### src/hdl/cbcv_pkg.sv
package cbcv_pkg;

	localparam int RAW_W     = 16;
	localparam int NORM_W    = 9;
	localparam int CLASS_W   = 3;
	localparam int NBOX      = 5;
	localparam int BOUND_W   = 9;
	localparam int BOX_W     = 6 * BOUND_W;
	localparam int SPV_W     = 4;
	localparam int CFG_IDX_W = 3;
	localparam int NUM_CHAN  = 3;
	localparam int CHAN_W    = 2;
	localparam int STEP_W    = $clog2(NORM_W);

	localparam int NUM_CLASSES_DEF = 5;
	localparam int MAX_SCANS_DEF   = 15;

	localparam logic [NORM_W-1:0]    NORM_MAX    = '1;
	localparam logic [SPV_W-1:0]     SPV_RESET   = 4'd5;
	localparam logic [CFG_IDX_W-1:0] REG_SPV     = 3'd5;
	localparam logic [CLASS_W-1:0]   CLS_UNKNOWN = 3'd0;
	localparam logic [CHAN_W-1:0]    CHAN_FIRST  = 2'd0;
	localparam logic [CHAN_W-1:0]    CHAN_LAST   = 2'd2;
	localparam logic [STEP_W-1:0]    STEP_LAST   = STEP_W'(NORM_W - 1);

	typedef struct packed {
		logic                load;
		logic                div_init;
		logic                div_step;
		logic                first_step;
		logic                last_step;
		logic [CHAN_W-1:0]   chan;
		logic                classify;
		logic                commit;
	} cbcv_cmd_t;

	typedef struct packed {
		logic [NORM_W-1:0]  red_norm;
		logic [NORM_W-1:0]  green_norm;
		logic [NORM_W-1:0]  blue_norm;
		logic [CLASS_W-1:0] scan_class;
		logic               clear_zero;
		logic               vote_done;
		logic [CLASS_W-1:0] vote_class;
	} cbcv_res_t;

endpackage

### src/hdl/cbcv_scan_if.sv
interface cbcv_scan_if;
	import cbcv_pkg::*;

	logic             valid;
	logic             ready;
	logic [RAW_W-1:0] red_raw;
	logic [RAW_W-1:0] green_raw;
	logic [RAW_W-1:0] blue_raw;
	logic [RAW_W-1:0] clear_raw;

	modport source (output valid, red_raw, green_raw, blue_raw, clear_raw, input ready);
	modport sink   (input valid, red_raw, green_raw, blue_raw, clear_raw, output ready);
endinterface

### src/hdl/cbcv_result_if.sv
interface cbcv_result_if;
	import cbcv_pkg::*;

	logic               valid;
	logic               ready;
	logic [NORM_W-1:0]  red_norm;
	logic [NORM_W-1:0]  green_norm;
	logic [NORM_W-1:0]  blue_norm;
	logic [CLASS_W-1:0] scan_class;
	logic               clear_zero;
	logic               vote_done;
	logic [CLASS_W-1:0] vote_class;

	modport source (output valid, red_norm, green_norm, blue_norm, scan_class, clear_zero,
		vote_done, vote_class, input ready);
	modport sink   (input valid, red_norm, green_norm, blue_norm, scan_class, clear_zero,
		vote_done, vote_class, output ready);
endinterface

### src/hdl/cbcv_cfg_if.sv
interface cbcv_cfg_if;
	import cbcv_pkg::*;

	logic                 valid;
	logic                 ready;
	logic [CFG_IDX_W-1:0] index;
	logic [BOX_W-1:0]     data;

	modport source (output valid, index, data, input ready);
	modport sink   (input valid, index, data, output ready);
endinterface

### src/hdl/cbcv_ctrl.sv
module cbcv_ctrl (
	input  logic                 clk,
	input  logic                 arst_n,
	input  logic                 in_valid,
	output logic                 in_ready,
	output logic                 out_valid,
	input  logic                 out_ready,
	output cbcv_pkg::cbcv_cmd_t  cmd
);
	import cbcv_pkg::*;

	localparam logic [2:0] S_IDLE   = 3'd0;
	localparam logic [2:0] S_INIT   = 3'd1;
	localparam logic [2:0] S_STEP   = 3'd2;
	localparam logic [2:0] S_CLASS  = 3'd3;
	localparam logic [2:0] S_COMMIT = 3'd4;

	logic [2:0]        state_q;
	logic [CHAN_W-1:0] chan_q;
	logic [STEP_W-1:0] step_q;
	logic              out_valid_q;
	logic              out_free;

	assign out_free  = !out_valid_q || out_ready;
	assign in_ready  = (state_q == S_IDLE);
	assign out_valid = out_valid_q;

	always_comb begin
		cmd            = '0;
		cmd.chan       = chan_q;
		cmd.first_step = (step_q == '0);
		cmd.last_step  = (step_q == STEP_LAST);
		unique case (state_q)
			S_IDLE:   cmd.load     = in_valid;
			S_INIT:   cmd.div_init = 1'b1;
			S_STEP:   cmd.div_step = 1'b1;
			S_CLASS:  cmd.classify = 1'b1;
			S_COMMIT: cmd.commit   = out_free;
			default:  cmd          = '0;
		endcase
	end

	always_ff @(posedge clk or negedge arst_n) begin
		if (!arst_n) begin
			state_q <= S_IDLE;
			chan_q  <= CHAN_FIRST;
			step_q  <= '0;
		end else begin
			unique case (state_q)
				S_IDLE: begin
					if (in_valid) begin
						state_q <= S_INIT;
						chan_q  <= CHAN_FIRST;
					end
				end
				S_INIT: begin
					state_q <= S_STEP;
					step_q  <= '0;
				end
				S_STEP: begin
					if (step_q == STEP_LAST) begin
						if (chan_q == CHAN_LAST) begin
							state_q <= S_CLASS;
						end else begin
							chan_q  <= chan_q + 1'b1;
							state_q <= S_INIT;
						end
					end else begin
						step_q <= step_q + 1'b1;
					end
				end
				S_CLASS: state_q <= S_COMMIT;
				S_COMMIT: begin
					if (out_free) begin
						state_q <= S_IDLE;
					end
				end
				default: state_q <= S_IDLE;
			endcase
		end
	end

	always_ff @(posedge clk or negedge arst_n) begin
		if (!arst_n) begin
			out_valid_q <= 1'b0;
		end else if (cmd.commit) begin
			out_valid_q <= 1'b1;
		end else if (out_ready) begin
			out_valid_q <= 1'b0;
		end
	end

`ifndef SYNTHESIS
	a_commit_free: assert property (@(posedge clk) disable iff (!arst_n)
		cmd.commit |-> out_free)
		else $error("result overwritten before taken");
	a_commit_valid: assert property (@(posedge clk) disable iff (!arst_n)
		cmd.commit |=> out_valid_q)
		else $error("commit did not raise valid");
	a_chan_range: assert property (@(posedge clk) disable iff (!arst_n)
		chan_q == CHAN_FIRST || chan_q == 2'd1 || chan_q == CHAN_LAST)
		else $error("channel select out of range");
	a_step_range: assert property (@(posedge clk) disable iff (!arst_n)
		(state_q == S_STEP) |-> (step_q <= STEP_LAST))
		else $error("divider step count overrun");
`endif
endmodule

### src/hdl/cbcv_dp.sv
module cbcv_dp #(
	parameter int NUM_CLASSES = cbcv_pkg::NUM_CLASSES_DEF,
	parameter int MAX_SCANS   = cbcv_pkg::MAX_SCANS_DEF
) (
	input  logic                          clk,
	input  logic                          arst_n,
	input  cbcv_pkg::cbcv_cmd_t           cmd,
	input  logic [cbcv_pkg::RAW_W-1:0]    red_raw,
	input  logic [cbcv_pkg::RAW_W-1:0]    green_raw,
	input  logic [cbcv_pkg::RAW_W-1:0]    blue_raw,
	input  logic [cbcv_pkg::RAW_W-1:0]    clear_raw,
	input  logic                          cfg_we,
	input  logic [cbcv_pkg::CFG_IDX_W-1:0] cfg_index,
	input  logic [cbcv_pkg::BOX_W-1:0]    cfg_data,
	output cbcv_pkg::cbcv_res_t           res
);
	import cbcv_pkg::*;

	localparam int CNT_W = $clog2(MAX_SCANS + 1);
	localparam int CMP_W = (CNT_W > SPV_W) ? CNT_W : SPV_W;
	localparam int NHIT  = NUM_CLASSES + 1;

	function automatic logic in_box(input logic [BOX_W-1:0] box,
		input logic [NORM_W-1:0] r, input logic [NORM_W-1:0] g, input logic [NORM_W-1:0] b);
		logic ok;
		ok = (r >= box[0*BOUND_W +: BOUND_W]) && (r <= box[1*BOUND_W +: BOUND_W]) &&
			(g >= box[2*BOUND_W +: BOUND_W]) && (g <= box[3*BOUND_W +: BOUND_W]) &&
			(b >= box[4*BOUND_W +: BOUND_W]) && (b <= box[5*BOUND_W +: BOUND_W]);
		return ok;
	endfunction

	logic [BOX_W-1:0]   box_q [NBOX];
	logic [SPV_W-1:0]   spv_q;
	logic [RAW_W-1:0]   raw_q [NUM_CHAN];
	logic [RAW_W-1:0]   clr_q;
	logic [RAW_W-1:0]   rem_q;
	logic [NORM_W-1:0]  quo_q;
	logic               sat_q;
	logic               lead_q;
	logic [NORM_W-1:0]  norm_q [NUM_CHAN];
	logic [CLASS_W-1:0] cls_q;
	logic [CNT_W-1:0]   hits_q [NHIT];
	logic [CNT_W-1:0]   seen_q;
	cbcv_res_t          res_q;

	logic [RAW_W-1:0]   cur;
	logic [RAW_W:0]     trial;
	logic               ge;
	logic [RAW_W:0]     rem_next;
	logic [NORM_W-1:0]  quo_next;
	logic [CLASS_W-1:0] cls_comb;
	logic [CNT_W-1:0]   hits_new [NHIT];
	logic [CNT_W-1:0]   seen_new;
	logic [CMP_W-1:0]   win_n;
	logic               done;
	logic [CLASS_W-1:0] vote;

	assign cur      = raw_q[cmd.chan];
	assign trial    = {rem_q, cmd.first_step ? lead_q : 1'b0};
	assign ge       = trial >= {1'b0, clr_q};
	assign rem_next = ge ? trial - {1'b0, clr_q} : trial;
	assign quo_next = {quo_q[NORM_W-2:0], ge};

	always_comb begin
		cls_comb = CLS_UNKNOWN;
		for (int i = NBOX - 1; i >= 0; i--) begin
			if (i < NUM_CLASSES && in_box(box_q[i], norm_q[0], norm_q[1], norm_q[2])) begin
				cls_comb = CLASS_W'(i + 1);
			end
		end
		if (clr_q == '0) begin
			cls_comb = CLS_UNKNOWN;
		end
	end

	always_comb begin
		if (spv_q == '0) begin
			win_n = CMP_W'(1);
		end else if (CMP_W'(spv_q) > CMP_W'(MAX_SCANS)) begin
			win_n = CMP_W'(MAX_SCANS);
		end else begin
			win_n = CMP_W'(spv_q);
		end
		seen_new = seen_q + 1'b1;
		done     = CMP_W'(seen_new) >= win_n;
		for (int i = 0; i < NHIT; i++) begin
			hits_new[i] = hits_q[i] + CNT_W'(int'(cls_q) == i);
		end
		vote = CLS_UNKNOWN;
		for (int i = NHIT - 1; i >= 0; i--) begin
			if (CMP_W'(hits_new[i]) > (win_n >> 1)) begin
				vote = CLASS_W'(i);
			end
		end
		if (!done) begin
			vote = CLS_UNKNOWN;
		end
	end

	always_ff @(posedge clk or negedge arst_n) begin
		if (!arst_n) begin
			for (int i = 0; i < NBOX; i++) begin
				box_q[i] <= '0;
			end
			spv_q <= SPV_RESET;
		end else if (cfg_we) begin
			if (cfg_index == REG_SPV) begin
				spv_q <= cfg_data[SPV_W-1:0];
			end else if (cfg_index < REG_SPV) begin
				box_q[cfg_index] <= cfg_data;
			end
		end
	end

	always_ff @(posedge clk) begin
		if (cmd.load) begin
			raw_q[0] <= red_raw;
			raw_q[1] <= green_raw;
			raw_q[2] <= blue_raw;
			clr_q    <= clear_raw;
		end
		if (cmd.div_init) begin
			rem_q  <= {1'b0, cur[RAW_W-1:1]};
			lead_q <= cur[0];
			sat_q  <= {1'b0, cur} >= {clr_q, 1'b0};
			quo_q  <= '0;
		end
		if (cmd.div_step) begin
			rem_q <= rem_next[RAW_W-1:0];
			quo_q <= quo_next;
			if (cmd.last_step) begin
				norm_q[cmd.chan] <= sat_q ? NORM_MAX : quo_next;
			end
		end
		if (cmd.classify) begin
			cls_q <= cls_comb;
		end
		if (cmd.commit) begin
			res_q.red_norm   <= norm_q[0];
			res_q.green_norm <= norm_q[1];
			res_q.blue_norm  <= norm_q[2];
			res_q.scan_class <= cls_q;
			res_q.clear_zero <= (clr_q == '0);
			res_q.vote_done  <= done;
			res_q.vote_class <= vote;
		end
	end

	always_ff @(posedge clk or negedge arst_n) begin
		if (!arst_n) begin
			for (int i = 0; i < NHIT; i++) begin
				hits_q[i] <= '0;
			end
			seen_q <= '0;
		end else if (cmd.commit) begin
			for (int i = 0; i < NHIT; i++) begin
				hits_q[i] <= done ? '0 : hits_new[i];
			end
			seen_q <= done ? '0 : seen_new;
		end
	end

	assign res = res_q;

`ifndef SYNTHESIS
	a_window_clear: assert property (@(posedge clk) disable iff (!arst_n)
		(cmd.commit && done) |=> (seen_q == '0))
		else $error("window count not cleared on vote");
	a_seen_bound: assert property (@(posedge clk) disable iff (!arst_n)
		CMP_W'(seen_q) < CMP_W'(MAX_SCANS))
		else $error("scan count beyond window limit");
	a_zero_unknown: assert property (@(posedge clk) disable iff (!arst_n)
		(cmd.classify && clr_q == '0) |=> (cls_q == CLS_UNKNOWN))
		else $error("zero clear count classified");
`endif
endmodule

### src/hdl/color_box_classifier_vote_top.sv
// Color box classifier with majority vote.
// scan: one raw sensor item (red, green, blue, clear counts) per handshake.
// result: one item per scan with the three normalized channels, the scan
//   class, the zero-clear flag and, on the last scan of a window, the vote.
// cfg: register writes (index 0..4 class boxes, 5 window length); ready is
//   always high, writes to other indexes are dropped. Write only while idle.
// Each channel is normalized by a shared restoring divider, one quotient
// bit per cycle, nine bits per channel, channels in turn. Scan ready is
// low from an accepted scan until its result is committed to the output
// register, so a new scan is taken only after the last one is through.
// The output register holds a finished result while the receiver stalls;
// the next scan is still accepted and worked through, and waits only to
// load the output register until the previous result is taken.
// Reset clears the boxes, sets the window length to 5 scans and clears
// the hit counts and the window scan count.
module color_box_classifier_vote_top #(
	parameter int NUM_CLASSES = cbcv_pkg::NUM_CLASSES_DEF,
	parameter int MAX_SCANS   = cbcv_pkg::MAX_SCANS_DEF
) (
	input  logic           clk,
	input  logic           arst_n,
	cbcv_scan_if.sink      scan,
	cbcv_result_if.source  result,
	cbcv_cfg_if.sink       cfg
);
	import cbcv_pkg::*;

	cbcv_cmd_t cmd;
	cbcv_res_t res;

	assign cfg.ready = 1'b1;

	cbcv_ctrl u_ctrl (
		.clk       (clk),
		.arst_n    (arst_n),
		.in_valid  (scan.valid),
		.in_ready  (scan.ready),
		.out_valid (result.valid),
		.out_ready (result.ready),
		.cmd       (cmd)
	);

	cbcv_dp #(
		.NUM_CLASSES (NUM_CLASSES),
		.MAX_SCANS   (MAX_SCANS)
	) u_dp (
		.clk       (clk),
		.arst_n    (arst_n),
		.cmd       (cmd),
		.red_raw   (scan.red_raw),
		.green_raw (scan.green_raw),
		.blue_raw  (scan.blue_raw),
		.clear_raw (scan.clear_raw),
		.cfg_we    (cfg.valid),
		.cfg_index (cfg.index),
		.cfg_data  (cfg.data),
		.res       (res)
	);

	assign result.red_norm   = res.red_norm;
	assign result.green_norm = res.green_norm;
	assign result.blue_norm  = res.blue_norm;
	assign result.scan_class = res.scan_class;
	assign result.clear_zero = res.clear_zero;
	assign result.vote_done  = res.vote_done;
	assign result.vote_class = res.vote_class;
endmodule
### src/flat_wrapper.sv
// flat-port wrapper written by rule: the top's interface ports become plain ports
module color_box_classifier_vote_top_flat import cbcv_pkg::*;
#(
	parameter int NUM_CLASSES = cbcv_pkg::NUM_CLASSES_DEF,
	parameter int MAX_SCANS   = cbcv_pkg::MAX_SCANS_DEF
)
  (clk, arst_n, scan_valid, scan_red_raw, scan_green_raw, scan_blue_raw, scan_clear_raw, scan_ready, result_valid, result_red_norm, result_green_norm, result_blue_norm, result_scan_class, result_clear_zero, result_vote_done, result_vote_class, result_ready, cfg_valid, cfg_index, cfg_data, cfg_ready);
  cbcv_scan_if scan_i ();
  cbcv_result_if result_i ();
  cbcv_cfg_if cfg_i ();
  input  logic clk;
  input  logic arst_n;
  input wire logic [$bits(scan_i.valid)-1:0] scan_valid;
  input wire logic [$bits(scan_i.red_raw)-1:0] scan_red_raw;
  input wire logic [$bits(scan_i.green_raw)-1:0] scan_green_raw;
  input wire logic [$bits(scan_i.blue_raw)-1:0] scan_blue_raw;
  input wire logic [$bits(scan_i.clear_raw)-1:0] scan_clear_raw;
  output wire logic [$bits(scan_i.ready)-1:0] scan_ready;
  output wire logic [$bits(result_i.valid)-1:0] result_valid;
  output wire logic [$bits(result_i.red_norm)-1:0] result_red_norm;
  output wire logic [$bits(result_i.green_norm)-1:0] result_green_norm;
  output wire logic [$bits(result_i.blue_norm)-1:0] result_blue_norm;
  output wire logic [$bits(result_i.scan_class)-1:0] result_scan_class;
  output wire logic [$bits(result_i.clear_zero)-1:0] result_clear_zero;
  output wire logic [$bits(result_i.vote_done)-1:0] result_vote_done;
  output wire logic [$bits(result_i.vote_class)-1:0] result_vote_class;
  input wire logic [$bits(result_i.ready)-1:0] result_ready;
  input wire logic [$bits(cfg_i.valid)-1:0] cfg_valid;
  input wire logic [$bits(cfg_i.index)-1:0] cfg_index;
  input wire logic [$bits(cfg_i.data)-1:0] cfg_data;
  output wire logic [$bits(cfg_i.ready)-1:0] cfg_ready;
  assign scan_i.valid = scan_valid;
  assign scan_i.red_raw = scan_red_raw;
  assign scan_i.green_raw = scan_green_raw;
  assign scan_i.blue_raw = scan_blue_raw;
  assign scan_i.clear_raw = scan_clear_raw;
  assign scan_ready = scan_i.ready;
  assign result_valid = result_i.valid;
  assign result_red_norm = result_i.red_norm;
  assign result_green_norm = result_i.green_norm;
  assign result_blue_norm = result_i.blue_norm;
  assign result_scan_class = result_i.scan_class;
  assign result_clear_zero = result_i.clear_zero;
  assign result_vote_done = result_i.vote_done;
  assign result_vote_class = result_i.vote_class;
  assign result_i.ready = result_ready;
  assign cfg_i.valid = cfg_valid;
  assign cfg_i.index = cfg_index;
  assign cfg_i.data = cfg_data;
  assign cfg_ready = cfg_i.ready;
  color_box_classifier_vote_top #(.NUM_CLASSES(NUM_CLASSES), .MAX_SCANS(MAX_SCANS)) u_core (.clk(clk), .arst_n(arst_n), .scan(scan_i), .result(result_i), .cfg(cfg_i));
endmodule
### config.mk
export PLATFORM = sky130hd
export DESIGN_NAME = color_box_classifier_vote_top_flat
export DESIGN_NICKNAME = d
export VERILOG_FILES = /design/src/hdl/cbcv_pkg.sv /design/src/hdl/cbcv_scan_if.sv /design/src/hdl/cbcv_result_if.sv /design/src/hdl/cbcv_cfg_if.sv /design/src/hdl/cbcv_ctrl.sv /design/src/hdl/cbcv_dp.sv /design/src/hdl/color_box_classifier_vote_top.sv /design/src/flat_wrapper.sv
export SDC_FILE = /design/constraint.sdc
export NUM_CORES = 1
export LEC_CHECK = 0
export BUFFER_PORTS_ARGS = -buffer_cell sky130_fd_sc_hd__buf_4
export CORE_MARGIN = 10
export CORE_UTILIZATION = 62
export DETAILED_ROUTE_END_ITERATION = 16
export PLACE_DENSITY = 0.81
export SYNTH_ARGS = -nofsm -noshare
export SYNTH_HDL_FRONTEND = slang
export SYNTH_SLANG_ARGS = --single-unit
export TNS_END_PERCENT = 30
### constraint.sdc
create_clock -name clk -period 4.1 [get_ports clk]
set_clock_uncertainty 0.2 [all_clocks]
set_input_delay 0.41 -clock clk [delete_from_list [all_inputs] [get_ports clk]]
set_output_delay 0.41 -clock clk [all_outputs]
set_load 0.01 [all_outputs]
==> impl_metrics.json, run 1 <==
{
  "crit_fanout": 9,
  "ff_latch_area_mm2": 0.01246,
  "die_area_mm2": 0.04994,
  "max_stage_delay_ps": 560,
  "worstHoldPathCells": 3,
  "required_ps": 4240,
  "synth_seq_area_share": 0.4856,
  "io_pins": 164,
  "drv_cap": 0,
  "grt_use_total": 0.2796,
  "slew_headroom": 0.2552,
  "via_per_inst": 5.979,
  "holdPathEnd": "u_core.u_dp.spv_q[0]$_DFFE_PN1P_",
  "design_area_mm2": 0.03039,
  "leakage_nw": 13.86,
  "sw_frac_of_total": 0.3424,
  "hold_class": "input port to flip-flop",
  "clock-sinks": 467,
  "rsz0062_at_grt": "no",
  "hold_violations": 0,
  "synth_edf_count": 155,
  "cts_inserted_buffers": 49,
  "cts-root-buf": "clkbuf_16",
  "antenna_found_initial": 0,
  "wire_per_inst_um": 21.15,
  "critPathArrivalTime_ps": 3820,
  "grt_pass1_vias": 20750,
  "reg2reg_to": "u_core.u_dp.rem_q[10]$_DFFE_PP_",
  "p_sw_mw": 5.655,
  "die_w_um": 223.5,
  "layout.cells.most_common": "ha_1",
  "ff2ff_path_depth": 14,
  "grt_overflow": 0,
  "avgSynthCellArea_um2": 10.43,
  "yosys_warnings": 0,
  "placed_cells": 3112,
  "syn-num-nets": 2928,
  "worst_slew_pin_slew_ps": 1115,
  "layoutNonFillerInstCount": 3324,
  "num_vias": 19870,
  "drive_above_1_share": 0.1332,
  "final_nets": 3218,
  "grt_start_max_net_pins": 119,
  "clock.fmax_mhz": 271.9,
  "rows": 74,
  "cts_resized": 0,
  "end_kind": "flip-flop",
  "area_growth_pct": 18.40,
  "synth_cell_types": 76,
  "final.setup.tns_ps": 0,
  "period_share": 0.8969,
  "netlist_area_mm2": 0.02567,
  "drc_errors": 0,
  "start_util": 0.6272,
  "max-vdd-ir-drop_mv": 0.4019,
  "worstSetupPathType": "flip-flop to flip-flop",
  "gp_congestion": 0.8910,
  "cts_buffer_depth": 3,
  "crit_path_top_delay_cell": "or4b_4",
  "die_h_um": 223.5,
  "core_area_mm2": 0.04092,
  "hold_start": "cfg_index[0]",
  "setup_viol": 0,
  "cp_cell_sequence": "inv_1, ha_1, nor2b_1, nand4b_1, ha_1, inv_1, a21oi_1, o21ai_1, and3_1, or4b_4, a31oi_4, buf_4, mux2i_1, o21ai_1",
  "cts_tree": "built",
  "portBuffers": 162,
  "regToRegStartpoint": "u_core.u_ctrl.step_q[0]$_DFFE_PN0P_",
  "post-route-min-period_ps": 3677,
  "wl_um": 70310,
  "p_clk_frac": 0.270,
  "drv_slew": 0,
  "pwr-share-seq": 0.395,
  "async_flop_share": 0.6681,
  "start_kind": "flip-flop",
  "hpwl_um": 47390,
  "fillers": 2751,
  "final_cell_mix": "ha_1, dfrtp_1, nand2_1",
  "clk_latency_ps": 610,
  "combPwrFrac": 0.335,
  "ant_nets": 0,
  "p_int_mw": 10.86,
  "run_status": "finished, final reports clean",
  "htree_levels": 2,
  "diodes": 0,
  "synthFlopType": "dfrtp_1",
  "postSynthCellCount": 2462,
  "power_density_mw_per_mm2": 543.5,
  "place_area_mm2": 0.02761,
  "multi_input_area_mm2": 0.01184,
  "drtPass1Iterations": 6,
  "regToRegSetupSlack_ps": 420,
  "first_iter_violations": 1918,
  "grt_pass1_wl_um": 111800,
  "clk_pin_slew_ps": 60,
  "synth_seq_cells": 467
}
## synthesized netlist by cell type (29+ instances only)
| library cell | instances | area (µm²) |
|---|---|---|
| a21oi_1 | 99 | 495.5 |
| o21ai_0 | 286 | 1431 |
| inv_1 | 287 | 1077 |
| nand3_1 | 45 | 225.2 |
| nor2_1 | 51 | 191.4 |
| mux2_2 | 83 | 934.7 |
| ha_1 | 339 | 4242 |
| nand2_1 | 300 | 1126 |
| edfxtp_1 | 155 | 4654 |
| clkbuf_1 | 68 | 255.2 |
| nand4_1 | 29 | 181.4 |
| dfrtp_1 | 310 | 7757 |
## power groups by stage
stage	sequential (mW)	combinational (mW)	clock [mW]
6_report	6.53	5.53	4.46
4_1_cts	6.50	5.45	4.49
5_1_grt	6.61	6.17	4.70
3_5_place_dp	6.58	5.28	0
3_3_place_gp	6.53	5.06	0
2_1_floorplan	6.43	3.73	0
## registers in the layout, indices dropped and copies added (netlist names)
name                     count
u_core.u_dp.res             35
u_core.u_dp.quo_q            8
u_core.u_dp.rem_q           16
u_core.u_dp.lead_q           1
u_core.u_dp.hits_q          24
u_core.u_ctrl.chan_q         2
u_core.u_dp.spv_q            4
u_core.u_ctrl.step_q         4
u_core.u_dp.box_q          270
u_core.u_dp.sat_q            1
u_core.u_ctrl.out_valid      1
u_core.u_dp.cls_q            3
u_core.u_ctrl.state_q        3
u_core.u_dp.norm_q          27
u_core.u_dp.clr_q           16
u_core.u_dp.raw_q           48
u_core.u_dp.seen_q           4
## area by class of cell
| class | instances | share of cell area |
|---|---|---|
| timing repair buffer | 315 | 0.09090 |
| multi-input combinational | 1630 | 0.3896 |
| inverter | 289 | 0.03569 |
| tap | 532 | 0.02190 |
| clock inverter | 12 | 0.004364 |
| sequential | 467 | 0.4101 |
| clock buffer | 79 | 0.04742 |
## kinds of logic after synthesis
family	count (synthesis)	synth area share
AND/OR/NAND/NOR	575	0.1068
other	1	0.0001461
AO/OA/AOI/OAI	593	0.1372
buffers and inverters	365	0.05415
adder cells (fa/ha/maj)	340	0.1660
multiplexers	96	0.04153
XOR/XNOR	25	0.008530
flip-flops	467	0.4856
## worst max-delay path, delay by kind of cell, from the launching register on
kind / cells / cell delay, ps
AND/OR/NAND/NOR: 4 / 1070
AO/OA/AOI/OAI: 4 / 790
flip-flops: 1 / 410
buffers and inverters: 3 / 390
adder cells (fa/ha/maj): 2 / 360
multiplexers: 1 / 210
## how the worst max path moves through the flow
stage / start / endpoint / slack [ps] / depth (start not counted)
6_report: u_core.u_ctrl.step_q[0]$_DFFE_PN0P_ / u_core.u_dp.rem_q[10]$_DFFE_PP_ / 420 / 14
5_1_grt: u_core.u_ctrl.chan_q[0]$_DFFE_PN0P_ / u_core.u_dp.sat_q$_DFFE_PP_ / 160 / 13
4_1_cts: u_core.u_ctrl.step_q[0]$_DFFE_PN0P_ / u_core.u_dp.rem_q[13]$_DFFE_PP_ / 480 / 14
3_5_place_dp: u_core.u_ctrl.step_q[0]$_DFFE_PN0P_ / u_core.u_dp.rem_q[13]$_DFFE_PP_ / 490 / 14
3_3_place_gp: u_core.u_ctrl.step_q[0]$_DFFE_PN0P_ / u_core.u_dp.rem_q[14]$_DFFE_PP_ / 570 / 16
2_1_floorplan: u_core.u_ctrl.state_q[2]$_DFFE_PN0P_ / u_core.u_dp.rem_q[14]$_DFFE_PP_ / 490 / 15
## what timing repair did
action	4_1_cts	5_1_grt
hold buffers	121	0
endpoints found under the hold margin	453	0
buffers inserted	0	0
## per-layer routing
layer | GRT usage | share of wire | up-vias
li1 | - | - | 9292
met4 | 0.1140 | 0.037 | 0
met3 | 0.05544 | 0.072 | 166
met1 | 0.3450 | 0.40 | 9671
met2 | 0.4716 | 0.49 | 745
met5 | 0 | 0 | -
## per-stage QoR
step	hold WS (ps)	setup slack, ps	utilization	power [mW]
2_1_floorplan	-85.59	488.2	-	10.16
3_3_place_gp	266.6	568.1	0.6746	11.58
3_5_place_dp	284.8	486.0	0.6746	11.86
4_1_cts	130.0	478.1	0.7427	16.45
5_1_grt	177.7	161.7	0.7427	17.49
6_report	162.5	422.6	0.7427	16.52
Power figures use the tool's default switching activity.
==> run 2: changes to the inputs <==
--- a/config.mk
+++ b/config.mk
@@ -7,9 +7,8 @@
 export LEC_CHECK = 0
 export BUFFER_PORTS_ARGS = -buffer_cell sky130_fd_sc_hd__buf_4
 export CORE_MARGIN = 10
-export CORE_UTILIZATION = 62
+export CORE_UTILIZATION = 30
 export DETAILED_ROUTE_END_ITERATION = 16
-export PLACE_DENSITY = 0.81
 export SYNTH_ARGS = -nofsm -noshare
 export SYNTH_HDL_FRONTEND = slang
 export SYNTH_SLANG_ARGS = --single-unit
==> impl_metrics.json, run 2 (synthesized netlist as in run 1, its figures left out) <==
{
  "via_per_inst": 4.788,
  "final.setup.tns_ps": 0,
  "final_nets": 3224,
  "drv_slew": 0,
  "largest_reg_flops": 270,
  "htree_levels": 2,
  "end_kind": "flip-flop",
  "hold_class": "input port to flip-flop",
  "combPwrFrac": 0.322,
  "wl_um": 70080,
  "run_status": "finished, final reports clean",
  "hpwl_um": 49870,
  "grt_busiest_layer": "met2",
  "cp-startpoint": "u_core.u_dp.norm_q[1][0]$_DFFE_PP_",
  "gp_congestion": 0.8191,
  "cts_tree": "built",
  "use_met2": 0.2260,
  "regToRegStartpoint": "u_core.u_dp.norm_q[1][0]$_DFFE_PP_",
  "layout.cells.most_common": "ha_1",
  "rsz0062_at_grt": "no",
  "pwr-share-seq": 0.386,
  "leakage_nw": 14.00,
  "slew_headroom": 0.2409,
  "wire_per_inst_um": 17.76,
  "cts-root-buf": "clkbuf_16",
  "die_area_mm2": 0.09767,
  "clk_latency_ps": 620,
  "worst-path-buf-inv": 1,
  "crit_family": "simple AND/OR/NAND/NOR gates",
  "grt_use_met1": 0.1900,
  "drc_errors": 0,
  "ant_nets": 0,
  "top_register": "u_core.u_dp.box_q",
  "drv_cap": 0,
  "diodes": 0,
  "p_sw_mw": 5.660,
  "clk_pin_slew_ps": 60,
  "use_met3": 0.03439,
  "worst_slew_pin_slew_ps": 1136,
  "place_area_mm2": 0.02841,
  "start_util": 0.3020,
  "placed_cells": 3727,
  "cp_cell_sequence": "inv_1, ha_1, nand4_1, or3_1, a221o_1, a31oi_1, nand3_1, or4_4, nor2b_4, nor4b_4",
  "grt_pass1_vias": 19080,
  "core_area_mm2": 0.08501,
  "grt_pass1_wl_um": 110500,
  "drtPass1Iterations": 5,
  "cts_inserted_buffers": 52,
  "clock-sinks": 467,
  "setup_viol": 0,
  "die_w_um": 312.5,
  "crit_path_top_delay_cell": "or4_4",
  "design_area_mm2": 0.03141,
  "hold_start": "cfg_index[2]",
  "portBuffers": 162,
  "crit_fanout": 10,
  "antenna_found_initial": 8,
  "first_iter_violations": 990,
  "cts_buffer_depth": 3,
  "final_cell_mix": "ha_1, dfrtp_1, nand2_1",
  "hold_violations": 0,
  "max-vdd-ir-drop_mv": 0.3017,
  "postCtsSetupBuffers": 0,
  "start_kind": "flip-flop",
  "layoutNonFillerInstCount": 3946,
  "die_h_um": 312.5,
  "critPathArrivalTime_ps": 3840,
  "required_ps": 4350,
  "max_stage_delay_ps": 530,
  "worstSetupPathType": "flip-flop to flip-flop",
  "grt_start_max_net_pins": 103,
  "rows": 107,
  "drive_above_1_share": 0.1428,
  "io_pins": 164,
  "grt_use_total": 0.1415,
  "clock.fmax_mhz": 279.0,
  "grt_overflow": 0,
  "power_density_mw_per_mm2": 534.5,
  "p_int_mw": 11.13,
  "period_share": 0.8743,
  "area_growth_pct": 22.34,
  "sw_frac_of_total": 0.3372,
  "num_vias": 18890,
  "p_clk_frac": 0.292,
  "post-route-min-period_ps": 3584,
  "final_util": 0.3694
}
==> run 2: cell types whose count changed in the layout (fill, tap and decap cells not counted), sizes merged <==
cell / before / now
clkbuf: 79 / 66
buf: 194 / 197
bufinv: 3 / 6
clkinv: 9 / 19
inv: 289 / 294
clkinvlp: 0 / 2
==> run 2: final timing paths <==
path / slack, ps / cells past startpoint / to
hold / removal: 220 / 5 / u_core.u_dp.box_q[218]$_DFFE_PN0P_
setup reg to reg: 520 / 10 / u_core.u_dp.cls_q[2]$_SDFFCE_PP0P_
min in group asynchronous: 230 / 2 / u_core.u_dp.hits_q[11]$_DFFE_PN0P_
hold reg to reg: 280 / 0 / u_core.u_dp.res[26]$_DFFE_PP_
max in group asynchronous: 2490 / 3 / u_core.u_dp.box_q[153]$_DFFE_PN0P_
setup / recovery: 520 / 10 / u_core.u_dp.cls_q[2]$_SDFFCE_PP0P_
==> run 2: layout make-up <==
type | count | area [µm²]
Clock inverter | 32 | 361.6
Clock buffer | 66 | 1424
Fill cell | 8347 | 53610
Timing Repair Buffer | 318 | 2798
Multi-Input combinational cell | 1630 | 11840
Sequential cell | 467 | 12460
Inverter | 289 | 1085
Tap cell | 1144 | 1431
==> run 2: power by group through the flow <==
stage | Combinational, mW | Sequential, mW | Clock [mW]
2_1_floorplan | 3.73 | 6.43 | 0
3_3_place_gp | 5.21 | 6.54 | 0
3_5_place_dp | 5.29 | 6.56 | 0
4_1_cts | 5.43 | 6.48 | 5.02
5_1_grt | 6.18 | 6.59 | 5.20
6_report | 5.40 | 6.48 | 4.91
==> run 2: through the flow <==
step                      power (mW)  worst slack [ps]  hold slack, ps
final                          16.79             515.5           218.9
after global routing           17.97             205.6           259.3
after CTS                      16.93             511.3           200.1
after detailed placement       11.86             537.7           278.0
after global placement         11.75             577.8           266.9
after floorplan                10.16             488.2          -85.59
==> run 2: timing repair <==
item | in CTS | in global routing
hold buffers | 121 | 0
endpoints found under the hold margin | 427 | 0
resized for setup | 0 | 0
==> run 2: worst register-to-register path: cells and delay by family, from the launching register on <==
| kind | cells | cell delay [ps] |
|---|---|---|
| AO/OA/AOI/OAI | 2 | 520 |
| adder cells (fa/ha/maj) | 1 | 230 |
| buffers and inverters | 1 | 510 |
| flip-flops | 1 | 460 |
| AND/OR/NAND/NOR | 6 | 1500 |
==> run 2: routing by layer <==
layer / vias up / wire (µm)
li1: 9312 / -
met5: - / 78
met1: 9084 / 32930
met2: 390 / 31110
met4: 12 / 1564
met3: 96 / 4399
